**src/rtl/core/sri_pkg.sv**
```systemverilog
package sri_pkg;

  localparam int COORD_BITS = 16;
  localparam int DIFF_W     = COORD_BITS + 1;
  localparam int PROD_W     = 2 * DIFF_W;
  localparam int SUM_W      = PROD_W + 1;
  localparam int NUM_EDGES  = 4;
  localparam int NUM_REGS   = 4;
  localparam int REG_IDX_W  = $clog2(NUM_REGS);
  localparam int ADDR_W     = REG_IDX_W + 2;
  localparam int DATA_W     = 32;

  typedef enum logic [REG_IDX_W-1:0] {
    REG_CORNER_A_X,
    REG_CORNER_A_Y,
    REG_CORNER_B_X,
    REG_CORNER_B_Y
  } reg_idx_t;

  typedef struct packed {
    logic signed [COORD_BITS-1:0] ax;
    logic signed [COORD_BITS-1:0] ay;
    logic signed [COORD_BITS-1:0] bx;
    logic signed [COORD_BITS-1:0] by;
  } rect_t;

  // per edge: edge direction and segment start relative to edge start
  typedef struct packed {
    logic signed [DIFF_W-1:0] s2x;
    logic signed [DIFF_W-1:0] s2y;
    logic signed [DIFF_W-1:0] dx;
    logic signed [DIFF_W-1:0] dy;
  } edge_geo_t;

  typedef struct packed {
    logic mul;
    logic sum;
  } adv_t;

endpackage

```
**src/rtl/core/sri_cfg.sv**
```systemverilog
module sri_cfg (
  input  logic                         clk,
  input  logic                         rst,
  input  logic                         psel,
  input  logic                         penable,
  input  logic                         pwrite,
  input  logic [sri_pkg::ADDR_W-1:0]   paddr,
  input  logic [sri_pkg::DATA_W-1:0]   pwdata,
  output logic [sri_pkg::DATA_W-1:0]   prdata,
  output logic                         pready,
  output sri_pkg::rect_t               rect
);
  import sri_pkg::*;

  reg_idx_t idx;
  logic     wr;

  assign idx    = reg_idx_t'(paddr[ADDR_W-1:2]);
  assign wr     = psel && penable && pwrite;
  assign pready = 1'b1;

  always_ff @(posedge clk) begin
    if (rst) begin
      rect <= '0;
    end else if (wr) begin
      case (idx)
        REG_CORNER_A_X: rect.ax <= pwdata[COORD_BITS-1:0];
        REG_CORNER_A_Y: rect.ay <= pwdata[COORD_BITS-1:0];
        REG_CORNER_B_X: rect.bx <= pwdata[COORD_BITS-1:0];
        REG_CORNER_B_Y: rect.by <= pwdata[COORD_BITS-1:0];
        default: ;
      endcase
    end
  end

  always_comb begin
    case (idx)
      REG_CORNER_A_X: prdata = DATA_W'($unsigned(rect.ax));
      REG_CORNER_A_Y: prdata = DATA_W'($unsigned(rect.ay));
      REG_CORNER_B_X: prdata = DATA_W'($unsigned(rect.bx));
      REG_CORNER_B_Y: prdata = DATA_W'($unsigned(rect.by));
      default:        prdata = '0;
    endcase
  end

endmodule

```
**config.mk**
```make
export PLATFORM = sky130hd
export DESIGN_NAME = sri_cfg
export DESIGN_NICKNAME = d
export VERILOG_FILES = /design/src/rtl/core/sri_pkg.sv /design/src/rtl/core/sri_cfg.sv
export SDC_FILE = /design/constraint.sdc
export NUM_CORES = 1
export LEC_CHECK = 0
export ABC_CLOCK_PERIOD_IN_PS = 3310
export BUFFER_PORTS_ARGS = -buffer_cell sky130_fd_sc_hd__buf_2
export CORE_MARGIN = 2
export CORE_UTILIZATION = 51
export DETAILED_ROUTE_END_ITERATION = 8
export HOLD_SLACK_MARGIN = 0.02
export PLACE_DENSITY = 0.85
export SYNTH_ARGS = -nofsm -noshare
export SYNTH_HDL_FRONTEND = slang
export SYNTH_SLANG_ARGS = --single-unit
```
**constraint.sdc**
```tcl
create_clock -name clk -period 3.31 [get_ports clk]
set_input_delay 0.662 -clock clk [delete_from_list [all_inputs] [get_ports clk]]
set_output_delay 0.662 -clock clk [all_outputs]
set_load 0.05 [all_outputs]
```
==> metrics.md <==
| Metric | Value |
|---|---|
| DP Area | `between 3000 and 4000 sq um` |
| Via count | `approximately 2300` |
| CP endpoint kind | `output pin` |
| Largest net degree at the start of global routing | `between 80 and 90` |
| Root buf cell | `clkbuf_8` |
| Net Sw Frac | `0.2741` |
| GR Layer Usage met1 | `0.2729` |
| WP data required | `2.65 ns` |
| VDD IR max | `between 0.0002 and 0.0003 V` |
| Synthesis Warnings | `0` |
| Reg2Reg Setup Slack | `roughly 2.7 ns` |
| CTS tree | `built` |
| Hold_ws | `0.4864 ns` |
| Pint | `roughly 1100 uW` |
| Slowest library cell on the worst path | `mux4_2` |
| CP arrival | `about 2.1 ns` |
| DIE HEIGHT | `approximately 80 um` |
| I/O pins | `~140` |
| Final Cycle Share | `0.8248` |
| Fin. Hold Viols | `0` |
| Design area | `between 3000 and 4000 sq um` |
| Post-synthesis cell area | `approximately 3100 sq um` |
| Hold Crit Class | `flop to flop` |
| Distinct cells, synth | `17` |
| RSZ-0062 raised after global routing | `no` |
| Sequential fraction of design power | `0.499` |
| R2R Path End | `rect[3]` |
| Kind of critical path | `primary input to output pin` |
| Avg WL per Cell | `roughly 15 um` |
| Buffers on Ports | `102` |
| R2R cell count | `2` |
| Post-route DRC | `0` |
| Post-DRT Antenna Nets | `0` |
| Rel. slew slack | `0.3485` |
| Slew @ Worst Pin | `around 0.98 ns` |
| Row count | `28` |
| Initial Util | `0.5273` |
| Power Dens Cells | `422.0 nW/um^2` |
| Clk network pwr share | `0.372` |
| Crit path launch | `paddr[3]` |
| Status | `completed` |
| Setup TNS | `0 ns` |
| Vias per Instance | `between 5 and 6` |
| Critical Path End | `prdata[9]` |
| DIE AREA | `6763 sq um` |
| CTS resizes | `0` |
| Final net count | `around 410` |
| Crit-path max cell delay | `between 0.5 and 0.6 ns` |
| Mapped Cells | `268` |
| Most common cell on crit path | `buf_2` |
| Max-slew violation count | `0` |
| Setup bufs post-CTS | `0` |
| CP Launch Type | `primary input` |
| Most frequent cells in the layout | `buf_2 (102), nand2b_1 (80), mux2i_1 (64), dfxtp_1 (64), conb_1 (17)` |
| Clock Path Buffers | `2` |
| Area of the multi-input gates | `around 1600 sq um` |
| Max cap viols | `0` |
| Post-route minimum period | `roughly 2.7 ns` |
| P&R area growth vs syn | `19.72%` |
| HPWL after DPL | `4.542 mm` |
| Antenna diodes | `0` |
| Mean Syn Cell Area | `~12 sq um` |
| Congestion Overflow GR | `0` |
| Detailed router's first-iteration violation count | `74` |
| Sw power | `432.3 uW` |
| Core area | `approximately 5900 sq um` |
| Storage cell area | `1281 sq um` |
| CTS H-tree lvls | `3` |
| Non-Filler Instances | `445` |
| Peak fanout along the critical path | `22` |
| Placed cell count | `430` |
| CP cell instances | `buf_2, mux4_2, buf_2` |
| Hold buffer count at CTS | `0` |
| Initial antenna violation count | `0` |
| Most common cell after layout, fill and taps aside | `buf_2` |
| Max reg flops | `64` |
| Met3 Use GR | `0.05870` |
| Worst-path clk slew | `about 0.06 ns` |
| P_leak | `roughly 0.0020 uW` |
| Gr busiest metal | `met2` |
| Logic gate share of total power | `0.129` |
| Synth Register Bits | `64` |
| Sink Count | `64` |
| GRT Util Overall | `0.2060` |
| Top Registers | `rect x64` |
| TritonCTS Buffers | `9` |
| Hold Path Cell Cnt | `2` |
| Share of layout cells above drive strength 1 | `0.3838` |
| Post-synthesis sequential area ratio | `0.4104` |
| Routed WL | `roughly 6.7 mm` |
| Chip width | `just over 80 um` |
| Clock skew | `0 ns` |
| RR Startpoint | `rect[3]` |
| TritonRoute pass-1 iters | `4` |
| Clock Latency Late Sink | `0.33 ns` |
| Biggest register | `rect` |
| RePlAce Congestion | `0.7128` |
| Fmax | `366.3 MHz` |
| Met2 Track Usage GR | `0.3226` |
| Final count of negative-setup-slack endpoints | `0` |
| Vias in the first global route | `between 2000 and 2500` |
| Global-route wire length before repair | `between 10 and 15 mm` |
| Fill cells | `between 500 and 600` |
## layout make-up
type / instances / area share
Clock buffer: 12 / 0.04151
Multi-Input combinational cell: 185 / 0.4412
Timing Repair Buffer: 106 / 0.1446
Sequential cell: 64 / 0.3428
Clock inverter: 3 / 0.004687
Tap cell: 75 / 0.02511
## cell usage after synthesis (all sizes together)
library cell / n / share of area
nand3: 2 / 0.0088
clkbuf: 9 / 0.014
nor3: 1 / 0.0032
conb: 2 / 0.0024
nor3b: 1 / 0.0040
mux4: 16 / 0.12
nand2b: 80 / 0.16
nand3b: 2 / 0.0048
and3: 1 / 0.0024
mux2i: 64 / 0.21
dfxtp: 64 / 0.41
buf: 25 / 0.065
or3: 1 / 0.0036
## through the flow
stage                     setup slack (ns)  total power [uW]  utilization
final                               0.5800              1577       0.6312
after global routing                0.5097              1643       0.6312
after CTS                           0.5655              1594       0.6312
after detailed placement            0.5650              1008       0.6021
after global placement              0.6077              1005       0.6021
after floorplan                      1.105             984.8            -
## cell families (layout without fill, tap and decap cells)
kind of cell | after synthesis | in the layout | share of synthesized area
AND/OR/NAND/NOR | 88 | 88 | 0.1872
multiplexers | 80 | 80 | 0.3206
flip-flops | 64 | 64 | 0.4104
buffers and inverters | 34 | 121 | 0.07936
other | 2 | 17 | 0.002406
## power by group through the flow
stage | clock, uW | sequential, uW | combinational, uW
after floorplan | 0 | 838 | 146
after global routing | 638 | 788 | 216
after detailed placement | 0 | 805 | 204
final | 587 | 788 | 203
after global placement | 0 | 804 | 201
after CTS | 602 | 787 | 204
## how the worst min path moves through the flow
stage / from / to / slack, ns
CTS: rect[43] / rect[43] / 0.49
global route: rect[26] / rect[26] / 0.51
global placement: rect[56] / rect[56] / 0.47
detailed placement: rect[50] / rect[50] / 0.48
floorplan: rect[36] / rect[36] / 0.70
finish: rect[25] / rect[25] / 0.49
## critical path, delay by kind of cell
| family | cells | cell delay [ns] |
|---|---|---|
| muxes | 1 | 0.59 |
| buffers and inverters | 2 | 0.81 |
## per-layer routing
layer  wire (um)  up-vias
met5           0        -
met4          93        0
met3         460        9
met2        3095       93
met1        3064     1084
li1            -     1086
(Power assumes the default switching activity.)
